$ cat src/hw/rtl/csvft_pkg.sv
package csvft_pkg;

  localparam int unsigned MaxRes    = 5;
  localparam int unsigned CntW      = $clog2(MaxRes + 1);
  localparam int unsigned QueueDepth = 4;
  localparam int unsigned PtrW      = $clog2(QueueDepth);
  localparam int unsigned QCntW     = $clog2(QueueDepth + 1);

  localparam logic [15:0] ChQuote      = 16'h0022;
  localparam logic [15:0] ChComma      = 16'h002C;
  localparam logic [15:0] ChNewline    = 16'h000A;
  localparam logic [15:0] ChBackslash  = 16'h005C;
  localparam logic [15:0] ChLowerX     = 16'h0078;
  localparam logic [15:0] ChRightQuote = 16'h201D;

  typedef enum logic [1:0] {
    MODE_START  = 2'd0,
    MODE_PLAIN  = 2'd1,
    MODE_QUOTED = 2'd2,
    MODE_AFTERQ = 2'd3
  } mode_t;

  typedef enum logic [1:0] {
    ESC_NONE  = 2'd0,
    ESC_SLASH = 2'd1,
    ESC_X     = 2'd2,
    ESC_DIGIT = 2'd3
  } esc_t;

  typedef struct packed {
    logic [15:0] unit;
    logic        has;
    logic        fe;
    logic        re;
  } res_t;

  typedef struct packed {
    logic [CntW-1:0]         cnt;
    res_t [MaxRes-1:0]       res;
  } bundle_t;

  function automatic logic is_hex(input logic [15:0] u);
    return (u >= 16'h0030 && u <= 16'h0039) ||
           (u >= 16'h0061 && u <= 16'h0066) ||
           (u >= 16'h0041 && u <= 16'h0046);
  endfunction

  function automatic logic [3:0] hex_nibble(input logic [15:0] u);
    logic [15:0] d;
    d = 16'h0000;
    if (u >= 16'h0030 && u <= 16'h0039) d = u - 16'h0030;
    else if (u >= 16'h0061 && u <= 16'h0066) d = u - 16'h0057;
    else if (u >= 16'h0041 && u <= 16'h0046) d = u - 16'h0037;
    return d[3:0];
  endfunction

endpackage

$ cat src/hw/rtl/csv_field_tokenizer.sv
// CSV field tokenizer over UTF-16 code units. One code unit is accepted per clock while full is
// low; each produces zero to five results (content units, field-end and row-end marks), which
// leave one per clock in order while pop is high, the first of them from the queue entry that
// is written on acceptance. The output side therefore sets the sustained rate: an item's results
// leave one at a time, and a four-bundle queue between the classifier and the result sequencer
// absorbs bursts, so full rises only when bundles arrive faster than the output side drains
// them, as with items of several results in a row or while pop is held low.
module csv_field_tokenizer (
  input  logic        clk,
  input  logic        rst,
  input  logic        push,
  output logic        full,
  input  logic [15:0] code_unit,
  input  logic        last_unit,
  output logic        empty,
  input  logic        pop,
  output logic [15:0] out_unit,
  output logic        has_unit,
  output logic        field_end,
  output logic        row_end,
  output logic        run_last
);

  csvft_pkg::bundle_t front_bundle, head;
  logic               front_valid;
  logic               accept;
  logic               q_empty;
  logic               q_pop;

  assign accept = push && !full;

  csvft_front u_front (
    .clk          (clk),
    .rst          (rst),
    .accept       (accept),
    .code_unit    (code_unit),
    .last_unit    (last_unit),
    .bundle       (front_bundle),
    .bundle_valid (front_valid)
  );

  csvft_queue u_queue (
    .clk     (clk),
    .rst     (rst),
    .wr_en   (accept && front_valid),
    .wr_data (front_bundle),
    .full    (full),
    .rd_en   (q_pop),
    .rd_data (head),
    .q_empty (q_empty)
  );

  csvft_emit u_emit (
    .clk       (clk),
    .rst       (rst),
    .head      (head),
    .q_empty   (q_empty),
    .q_pop     (q_pop),
    .pop       (pop),
    .empty     (empty),
    .out_unit  (out_unit),
    .has_unit  (has_unit),
    .field_end (field_end),
    .row_end   (row_end),
    .run_last  (run_last)
  );

endmodule

$ cat src/hw/rtl/csvft_front.sv
module csvft_front (
  input  logic                clk,
  input  logic                rst,
  input  logic                accept,
  input  logic [15:0]         code_unit,
  input  logic                last_unit,
  output csvft_pkg::bundle_t  bundle,
  output logic                bundle_valid
);

  csvft_pkg::mode_t parse_mode, parse_mode_next;
  csvft_pkg::esc_t  escape_stage, escape_stage_next;
  logic [15:0]      held_digit_unit, held_digit_unit_next;

  always_ff @(posedge clk) begin
    if (rst) begin
      parse_mode      <= csvft_pkg::MODE_START;
      escape_stage    <= csvft_pkg::ESC_NONE;
      held_digit_unit <= 16'h0000;
    end else if (accept) begin
      parse_mode      <= parse_mode_next;
      escape_stage    <= escape_stage_next;
      held_digit_unit <= held_digit_unit_next;
    end
  end

  always_comb begin
    csvft_pkg::res_t             slots [csvft_pkg::MaxRes];
    logic [csvft_pkg::CntW-1:0]  n;
    logic                        do_normal;
    logic                        row_done;
    logic                        hex_u;
    csvft_pkg::mode_t            m;

    for (int i = 0; i < csvft_pkg::MaxRes; i++) slots[i] = '0;
    n                    = '0;
    do_normal            = 1'b0;
    row_done             = 1'b0;
    hex_u                = csvft_pkg::is_hex(code_unit);
    m                    = parse_mode;
    parse_mode_next      = parse_mode;
    escape_stage_next    = escape_stage;
    held_digit_unit_next = held_digit_unit;

    // pending escape: either continue it or spill it literally
    unique case (escape_stage)
      csvft_pkg::ESC_SLASH: begin
        if (code_unit == csvft_pkg::ChLowerX) escape_stage_next = csvft_pkg::ESC_X;
        else do_normal = 1'b1;
      end
      csvft_pkg::ESC_X: begin
        if (hex_u) begin
          held_digit_unit_next = code_unit;
          escape_stage_next    = csvft_pkg::ESC_DIGIT;
        end else do_normal = 1'b1;
      end
      csvft_pkg::ESC_DIGIT: begin
        if (hex_u) begin
          slots[n] = '{unit: {8'h00, csvft_pkg::hex_nibble(held_digit_unit),
                              csvft_pkg::hex_nibble(code_unit)},
                       has: 1'b1, fe: 1'b0, re: 1'b0};
          n = n + 1'b1;
          escape_stage_next = csvft_pkg::ESC_NONE;
        end else do_normal = 1'b1;
      end
      default: do_normal = 1'b1;
    endcase

    if (do_normal) begin
      // broken escape goes out as it was typed
      if (escape_stage != csvft_pkg::ESC_NONE) begin
        slots[n] = '{unit: csvft_pkg::ChBackslash, has: 1'b1, fe: 1'b0, re: 1'b0};
        n = n + 1'b1;
      end
      if (escape_stage == csvft_pkg::ESC_X || escape_stage == csvft_pkg::ESC_DIGIT) begin
        slots[n] = '{unit: csvft_pkg::ChLowerX, has: 1'b1, fe: 1'b0, re: 1'b0};
        n = n + 1'b1;
      end
      if (escape_stage == csvft_pkg::ESC_DIGIT) begin
        slots[n] = '{unit: held_digit_unit, has: 1'b1, fe: 1'b0, re: 1'b0};
        n = n + 1'b1;
      end
      escape_stage_next = csvft_pkg::ESC_NONE;

      if (m == csvft_pkg::MODE_START) begin
        if (code_unit == csvft_pkg::ChQuote) parse_mode_next = csvft_pkg::MODE_QUOTED;
        m = csvft_pkg::MODE_PLAIN;
      end

      if (!(parse_mode == csvft_pkg::MODE_START && code_unit == csvft_pkg::ChQuote)) begin
        unique case (m) inside
          csvft_pkg::MODE_PLAIN, csvft_pkg::MODE_QUOTED: begin
            if (m == csvft_pkg::MODE_PLAIN && (code_unit == csvft_pkg::ChComma ||
                                               code_unit == csvft_pkg::ChNewline)) begin
              slots[n] = '{unit: 16'h0000, has: 1'b0, fe: 1'b1,
                           re: code_unit == csvft_pkg::ChNewline};
              n = n + 1'b1;
              row_done        = code_unit == csvft_pkg::ChNewline;
              parse_mode_next = csvft_pkg::MODE_START;
            end else if (m == csvft_pkg::MODE_QUOTED && code_unit == csvft_pkg::ChQuote) begin
              parse_mode_next = csvft_pkg::MODE_AFTERQ;
            end else begin
              parse_mode_next = m;
              if (code_unit == csvft_pkg::ChBackslash) begin
                escape_stage_next = csvft_pkg::ESC_SLASH;
              end else begin
                slots[n] = '{unit: (code_unit == csvft_pkg::ChRightQuote) ?
                                   csvft_pkg::ChQuote : code_unit,
                             has: 1'b1, fe: 1'b0, re: 1'b0};
                n = n + 1'b1;
              end
            end
          end
          default: begin
            // unit after the closing quote is the delimiter, unless it doubles the quote
            if (code_unit == csvft_pkg::ChQuote) begin
              slots[n] = '{unit: csvft_pkg::ChQuote, has: 1'b1, fe: 1'b0, re: 1'b0};
              n = n + 1'b1;
              parse_mode_next = csvft_pkg::MODE_QUOTED;
            end else begin
              slots[n] = '{unit: 16'h0000, has: 1'b0, fe: 1'b1,
                           re: code_unit == csvft_pkg::ChNewline};
              n = n + 1'b1;
              row_done        = code_unit == csvft_pkg::ChNewline;
              parse_mode_next = csvft_pkg::MODE_START;
            end
          end
        endcase
      end
    end

    if (last_unit) begin
      if (!row_done) begin
        if (escape_stage_next != csvft_pkg::ESC_NONE) begin
          slots[n] = '{unit: csvft_pkg::ChBackslash, has: 1'b1, fe: 1'b0, re: 1'b0};
          n = n + 1'b1;
        end
        if (escape_stage_next == csvft_pkg::ESC_X ||
            escape_stage_next == csvft_pkg::ESC_DIGIT) begin
          slots[n] = '{unit: csvft_pkg::ChLowerX, has: 1'b1, fe: 1'b0, re: 1'b0};
          n = n + 1'b1;
        end
        if (escape_stage_next == csvft_pkg::ESC_DIGIT) begin
          slots[n] = '{unit: held_digit_unit_next, has: 1'b1, fe: 1'b0, re: 1'b0};
          n = n + 1'b1;
        end
        slots[n] = '{unit: 16'h0000, has: 1'b0, fe: 1'b1, re: 1'b1};
        n = n + 1'b1;
      end
      parse_mode_next      = csvft_pkg::MODE_START;
      escape_stage_next    = csvft_pkg::ESC_NONE;
      held_digit_unit_next = 16'h0000;
    end

    for (int i = 0; i < csvft_pkg::MaxRes; i++) bundle.res[i] = slots[i];
    bundle.cnt   = n;
    bundle_valid = n != '0;
  end

endmodule

$ cat src/hw/rtl/csvft_queue.sv
module csvft_queue (
  input  logic                clk,
  input  logic                rst,
  input  logic                wr_en,
  input  csvft_pkg::bundle_t  wr_data,
  output logic                full,
  input  logic                rd_en,
  output csvft_pkg::bundle_t  rd_data,
  output logic                q_empty
);

  csvft_pkg::bundle_t               entries [csvft_pkg::QueueDepth];
  logic [csvft_pkg::PtrW-1:0]       wr_ptr, rd_ptr;
  logic [csvft_pkg::QCntW-1:0]      count;
  logic                             do_wr, do_rd;

  assign full    = count == csvft_pkg::QCntW'(csvft_pkg::QueueDepth);
  assign q_empty = count == '0;
  assign do_wr   = wr_en && !full;
  assign do_rd   = rd_en && !q_empty;
  assign rd_data = entries[rd_ptr];

  always_ff @(posedge clk) begin
    if (do_wr) entries[wr_ptr] <= wr_data;
  end

  always_ff @(posedge clk) begin
    if (rst) begin
      wr_ptr <= '0;
      rd_ptr <= '0;
      count  <= '0;
    end else begin
      if (do_wr) wr_ptr <= wr_ptr + 1'b1;
      if (do_rd) rd_ptr <= rd_ptr + 1'b1;
      if (do_wr && !do_rd) count <= count + 1'b1;
      else if (do_rd && !do_wr) count <= count - 1'b1;
    end
  end

endmodule

$ cat src/hw/rtl/csvft_emit.sv
module csvft_emit (
  input  logic                clk,
  input  logic                rst,
  input  csvft_pkg::bundle_t  head,
  input  logic                q_empty,
  output logic                q_pop,
  input  logic                pop,
  output logic                empty,
  output logic [15:0]         out_unit,
  output logic                has_unit,
  output logic                field_end,
  output logic                row_end,
  output logic                run_last
);

  logic [csvft_pkg::CntW-1:0] idx;
  csvft_pkg::res_t            cur;
  logic                       at_last;

  assign cur     = head.res[idx];
  assign at_last = idx == head.cnt - 1'b1;

  assign empty     = q_empty;
  assign out_unit  = cur.unit;
  assign has_unit  = cur.has;
  assign field_end = cur.fe;
  assign row_end   = cur.re;
  assign run_last  = at_last;
  // release the bundle once its final result is taken
  assign q_pop     = pop && !q_empty && at_last;

  always_ff @(posedge clk) begin
    if (rst) begin
      idx <= '0;
    end else if (pop && !q_empty) begin
      idx <= at_last ? '0 : idx + 1'b1;
    end
  end

endmodule
$ cat config.mk
export PLATFORM = sky130hd
export DESIGN_NAME = csv_field_tokenizer
export DESIGN_NICKNAME = d
export VERILOG_FILES = /design/src/hw/rtl/csvft_pkg.sv /design/src/hw/rtl/csv_field_tokenizer.sv /design/src/hw/rtl/csvft_front.sv /design/src/hw/rtl/csvft_queue.sv /design/src/hw/rtl/csvft_emit.sv
export SDC_FILE = /design/constraint.sdc
export NUM_CORES = 1
export LEC_CHECK = 0
export BUFFER_PORTS_ARGS = -buffer_cell sky130_fd_sc_hd__buf_2
export CORE_ASPECT_RATIO = 0.7
export CORE_MARGIN = 2
export CORE_UTILIZATION = 25
export DETAILED_ROUTE_END_ITERATION = 12
export HOLD_SLACK_MARGIN = 0.12
export PLACE_DENSITY = 0.49
export SLEW_MARGIN = 20
export SYNTH_ARGS = -nofsm -noshare
export SYNTH_HDL_FRONTEND = slang
export SYNTH_SLANG_ARGS = --single-unit
$ cat constraint.sdc
create_clock -name clk -period 15.6 [get_ports clk]
set_clock_uncertainty 0.2 [all_clocks]
set_input_delay 0.78 -clock clk [delete_from_list [all_inputs] [get_ports clk]]
set_output_delay 0.78 -clock clk [all_outputs]
set_load 0.01 [all_outputs]
==> results of run 1 <==
-- through the flow --
| stage | total power [mW] | worst slack [ns] | hold WS [ns] |
|---|---|---|---|
| after floorplan | 1.76 | 7.39 | 0.267 |
| after global placement | 1.95 | 6.78 | 0.281 |
| after detailed placement | 1.96 | 6.66 | 0.290 |
| after CTS | 2.99 | 7.28 | 0.302 |
| after global routing | 3.07 | 6.67 | 0.335 |
| final | 2.94 | 7.23 | 0.298 |
-- metal layers --
metal | wire length (µm) | up-vias
met3 | 6630 | 120
met4 | 1200 | 2
li1 | - | 6070
met5 | 13 | -
met2 | 28300 | 759
met1 | 35700 | 7403
-- cell type report --
cell class              instances  area share
multi-input cells             936       0.333
clock inverters                20      0.0118
inverters                      66      0.0104
flip-flops and latches        424       0.520
clock buffers                  55      0.0460
repair buffers                 76      0.0195
well taps                    1125      0.0589
diodes                          6    0.000629
-- worst min path at each step --
stage / depth (start not counted) / endpoint / start / slack, ns
CTS: 2 / u_queue.count[2] / u_queue.count[2] / 0.30
floorplan: 2 / u_queue.count[2] / u_queue.count[2] / 0.27
detailed placement: 2 / u_queue.count[2] / u_queue.count[2] / 0.29
global route: 2 / u_queue.count[2] / u_queue.count[2] / 0.33
global placement: 2 / u_queue.count[2] / u_queue.count[2] / 0.28
finish: 2 / u_queue.count[2] / u_queue.count[2] / 0.30
-- critical path, delay by kind of cell --
kind,cells,cell delay (ns)
xor gates and xnor gates,1,0.19
buffers and inverters,6,1.57
and+or+nand+nor,10,3.41
adders and majority gates,5,1.43
AOI/OAI and AO/OA,3,0.85
-- layout by cell type, fill, tap and decap left out, types with 29 or more instances in the layout --
cell type  instances
a21oi_1           76
a22oi_1           33
buf_2             42
buf_4             34
clkbuf_16         41
dfxtp_1           29
edfxtp_1         392
inv_1             63
mux4_2           117
nand2_1           95
nor2_1           116
nor3_1            34
o21ai_0           61
o22ai_1           29
-- where the power goes --
part	switching [mW]	total, mW	internal, mW
sequential	0.0456	1.41	1.36
combinational	0.288	0.509	0.221
clock	0.441	1.03	0.586
-- state kept, by name (all words and copies together) (netlist names), named ones only --
name / count
u_emit.idx: 3
u_queue.wr_ptr: 2
u_front.held_digit_unit: 16
u_queue.rd_ptr: 2
u_queue.count: 3
u_front.parse_mode: 2
u_queue.entries: 392
u_front.escape_stage: 2
-- cell families after synthesis --
family	Yosys count
simple gates	396
flops	424
xor+xnor	22
compound gates	361
mux	129
fa+ha+maj	28
buf+inv	164
==> impl_metrics.yaml, run 1 <==
route:
  antenna_left: 0
  vias: 14400
  post-route-drc-count: 0
  wl_per_cell_um: 26.6
  drt_iter0_markers: 2079
  finalWirelength_um: 71900
  drtPass1Iterations: 6
  vias_per_cell: 5.30
worst_setup_path:
  cp-startpoint: "code_unit[1]"
  r2r_slack_ns: 7.59
  required_ns: 15.61
  critPathSlowestCell: "or2_1"
  crit_type: "input port to register"
  max_stage_delay_ns: 0.73
  r2r-end: "u_queue.entries[2][50]"
  crit_end: "u_queue.entries[2][50]"
  rr_startpoint: "u_front.escape_stage[1]"
  cp-start-kind: "input port"
  critPathArrivalTime_ns: 8.38
  r2r_cells: 23
  cpMostUsedCell: "ha_1"
  endpoint_kind: "register"
  cp_max_fo: 50
timing:
  finalCritPeriodShare: 0.537
  hold_violations: 0
  worstMarginPinSlew_ns: 1.16
  rsz0062_at_grt: "no"
  tns_ns: 0
  finalSetupViolations: 0
  max_freq_mhz: 119
  relSlewSlack: 0.221
  final-max-slew-violation-count: 0
  finalCriticalPeriod_ns: 8.37
job:
  cap_violations: 0
synthesis:
  synth.most_common_cell: "edfxtp_1"
  muxShareOfSynthArea: 0.132
  synth_top_area_frac: 0.562
  synth.distinct_cells: 100
  syn_area_mm2: 0.0210
  synth_top_area_cell: "edfxtp_1"
  synth_compound_area_frac: 0.120
  synth_fa_ha_area_frac: 0.0171
  synth-simple-area-share: 0.0973
  async_flop_share: 0
  synthTopCellsByArea: "edfxtp_1, mux4_2, dfxtp_1, nor2_1, a21oi_1"
  syn_inst: 1524
  synth_xor_area_frac: 0.0104
  ys_seq_area_frac: 0.592
  synth_seq_cells: 424
  synth_top_family_by_area: "multiplexers"
  synth_warnings: 0
  syn_nets: 1573
  syn_area_per_cell_um2: 13.8
  synthTopCellsByCount: "edfxtp_1, mux4_2, nor2_1"
  synth_edf_count: 392
  synthFlopType: "edfxtp_1"
finish:
  nFillCells: 8352
  area_growth_pct: 13.9
  final_cell_area_mm2: 0.0239
  multiInputGateArea_mm2: 0.00794
  seq_area_mm2: 0.0124
  fin_util: 0.289
  drive_gt1_frac: 0.198
  finalNetCount: 1594
  instances_no_fill: 2708
place:
  dp.cells: 2627
  place_area_mm2: 0.0225
  place_congestion: 0.933
  hpwl_um: 50800
  numPortBuffers: 42
clock_network:
  clockBufferDepth: 3
  root_buffer: "clkbuf_16"
  hold_buffers: 0
  post_cts_resized: 0
  post_cts_buffers: 0
  worst_skew_pair.late_latency_ns: 0.59
  numCtsBuffers: 41
  cts.clk_slew.worst_paths_ns: 0.06
  h-tree-depth: 2
  cts.sinks: 424
  cts_tree: "done"
die:
  initial_utilization: 0.253
  fp.dieH_um: 246
  core-area_mm2: 0.0827
  ios: 43
  dieArea_mm2: 0.0862
  rows: 88
  dieWidth_um: 350
power:
  max-vdd-ir-drop_v: 0.0000770
  power_density_mw_per_mm2: 123
  p_leak_nw: 7.77
global_routing:
  grt_pass1_vias: 13800
  grt_max_degree: 51
  grt_overflow: 0
  track_usage: 0.165
  use_met3: 0.0401
  grt_busiest_layer: "met1"
  met2_usage: 0.221
  grt_use_met1: 0.265
  antenna_found_initial: 6
  grt_pass1_wl_um: 103000
worst_hold_path:
  min_path_type: "register to register"
outcome:
  status: "finished, final reports clean"
(Power assumes the default switching activity.)
==> inputs of run 2 (changes only) <==
ABC_AREA = 1   (was not set)
clock period = 8.4 ns   (was 15.6 ns; I/O delays follow)
==> run 2 against run 1 <==
Against the previous run:
- area after synthesis up 5.5%
- global-route usage up 1.9 points
- die area up 5.4%
- clock power up 74%
- critical path depth up 19
- count of clock-buffer cells in the layout down 2
- utilization down 0.49 points
- routed wire length up 19%
- via count up 29%
- first-iteration DRC count up 3.4%
- combinational power up 67%
- critical endpoint is now u_queue.count[2]
- highest routed layer is now met4
==> impl_metrics.yaml, run 2 <==
power:
  p_leak_nw: 8.94
  max-vdd-ir-drop_v: 0.000144
  power_density_mw_per_mm2: 206
  p_total_mw: 5.13
place:
  place_congestion: 1.01
  numPortBuffers: 42
  hpwl_um: 60100
  dp_worst_setup_slack_ns: 0.508
  place_area_mm2: 0.0237
global_routing:
  grt_pass1_vias: 17100
  grt_pass1_wl_um: 123000
  antenna_found_initial: 1
  track_usage: 0.184
  grt_use_met1: 0.278
  use_met3: 0.0605
  grt_max_degree: 110
  grt_overflow: 0
  met2_usage: 0.249
  grt_busiest_layer: "met1"
clock_network:
  post_cts_resized: 0
  root_buffer: "clkbuf_16"
  worst_skew_pair.late_latency_ns: 0.58
  post_cts_buffers: 0
  clockBufferDepth: 3
  numCtsBuffers: 41
  hold_buffers: 0
  cts_tree: "done"
  cts.sinks: 424
  cts.clk_slew.worst_paths_ns: 0.08
  h-tree-depth: 2
timing:
  fin_ws_ns: 0.946
  finalCriticalPeriod_ns: 7.45
  max_freq_mhz: 134
  finalSetupViolations: 0
  rsz0062_at_grt: "no"
  finalCritPeriodShare: 0.887
  final-max-slew-violation-count: 0
  worstMarginPinSlew_ns: 1.09
  relSlewSlack: 0.272
  holdWs_ns: 0.160
  hold_violations: 0
finish:
  area_growth_pct: 12.8
  final_cell_area_mm2: 0.0249
  drive_gt1_frac: 0.0993
  largest_register_ffs: 392
  nFillCells: 9267
  top_regs: "u_queue.entries x392, u_front.held_digit_unit x16"
  layout_common_cells: "edfxtp_1, nand2_1, nor2_1"
  largest-register: "u_queue.entries"
  final_common_cell: "edfxtp_1"
  finalNetCount: 2435
synthesis:
  synth_top_area_cell: "edfxtp_1"
  ys_seq_area_frac: 0.562
  synth_top_area_frac: 0.533
  syn_area_per_cell_um2: 9.25
  synthFlopType: "edfxtp_1"
  synth_edf_count: 392
  synth_seq_cells: 424
  synth.distinct_cells: 55
  synth.most_common_cell: "edfxtp_1"
  synthTopCellsByArea: "edfxtp_1, o21ai_0, nand2_1, nor2_1, inv_1"
  async_flop_share: 0
  syn_area_mm2: 0.0221
  synthTopCellsByCount: "edfxtp_1, nand2_1, nor2_1"
  syn_inst: 2390
  syn_nets: 2439
  synth_warnings: 0
job:
  cap_violations: 0
die:
  dieArea_mm2: 0.0908
  rows: 91
  fp.dieH_um: 253
  initial_utilization: 0.252
  core-area_mm2: 0.0878
  ios: 43
  dieWidth_um: 359
route:
  drtPass1Iterations: 6
  antenna_left: 0
  post-route-drc-count: 0
  vias_per_cell: 5.16
  vias: 18500
  wl_per_cell_um: 23.9
  finalWirelength_um: 85400
  drt_iter0_markers: 2150
worst_setup_path:
  endpoint_kind: "register"
  critPathArrivalTime_ns: 7.75
  crit_buf_inv: 10
  rr_startpoint: "u_front.escape_stage[0]"
  cp-startpoint: "code_unit[0]"
  cp_max_fo: 6
  max_stage_delay_ns: 0.39
  required_ns: 8.70
  r2r_slack_ns: 0.97
  critPathSlowestCell: "ha_1"
  cp-start-kind: "input port"
  crit_type: "input port to register"
  critPathTopFamily: "adder cells"
  cpMostUsedCell: "inv_1"
worst_hold_path:
  min_from: "rst"
  min_path_type: "input port to register"
outcome:
  status: "finished, final reports clean"
[run 2: changes by cell type after synthesis, sizes merged, moves of 26 or more]
| cell | previous run | this run |
|---|---|---|
| a21oi | 81 | 114 |
| a22oi | 34 | 8 |
| and2 | 28 | 0 |
| clkbuf | 74 | 118 |
| inv | 65 | 210 |
| mux4 | 117 | 0 |
| nand2 | 95 | 399 |
| nand3 | 21 | 104 |
| nor2 | 117 | 352 |
| o211ai | 9 | 41 |
| o21ai | 64 | 321 |
| o221ai | 1 | 57 |
| o22ai | 29 | 83 |
[run 2: cell families after synthesis]
kind of cell / synth area share
and+or+nand+nor: 0.178
xor gates and xnor gates: 0.00238
AOI/OAI and AO/OA: 0.179
DFF: 0.562
adders and majority gates: 0.0162
buffers and inverters: 0.0623
[run 2: path summary, 6_finish.rpt]
kind,to,cells past startpoint
setup / recovery,u_queue.count[2],44
setup reg to reg,u_queue.count[2],38
hold reg to reg,register,2
hold / removal,u_front.held_digit_unit[13],2
[run 2: report_power, final]
| part | internal [mW] | switching, mW | leakage, nW |
|---|---|---|---|
| sequential | 2.43 | 0.0566 | 3.89 |
| combinational | 0.231 | 0.620 | 4.45 |
| clock | 0.971 | 0.823 | 0.605 |
| total | 3.63 | 1.50 | 8.94 |
[run 2: stage by stage]
| step | utilization | setup TNS (ns) | std cells |
|---|---|---|---|
| 2_1_floorplan | - | -639.28 | 2390 |
| 3_3_place_gp | 0.270 | 0 | 3505 |
| 3_5_place_dp | 0.270 | 0 | 3505 |
| 4_1_cts | 0.284 | 0 | 3578 |
| 5_1_grt | 0.284 | 0 | 3578 |
| 6_report | 0.284 | 0 | 3579 |
[run 2: cell type report]
cell class,count,area (µm²),share of cell area
well taps,1162,1450,0.0583
clock inverters,20,133,0.00532
repair buffers,87,627,0.0252
clock buffers,53,1110,0.0447
flip-flops and latches,424,12400,0.498
diodes,1,2.50,0.000100
multi-input cells,1617,8350,0.335
inverters,215,820,0.0329
[run 2: per-layer routing]
metal | routed length, µm | part of all wire
met1 | 41000 | 0.48
met2 | 33500 | 0.39
met3 | 9130 | 0.11
met4 | 1700 | 0.020
met5 | 0 | 0
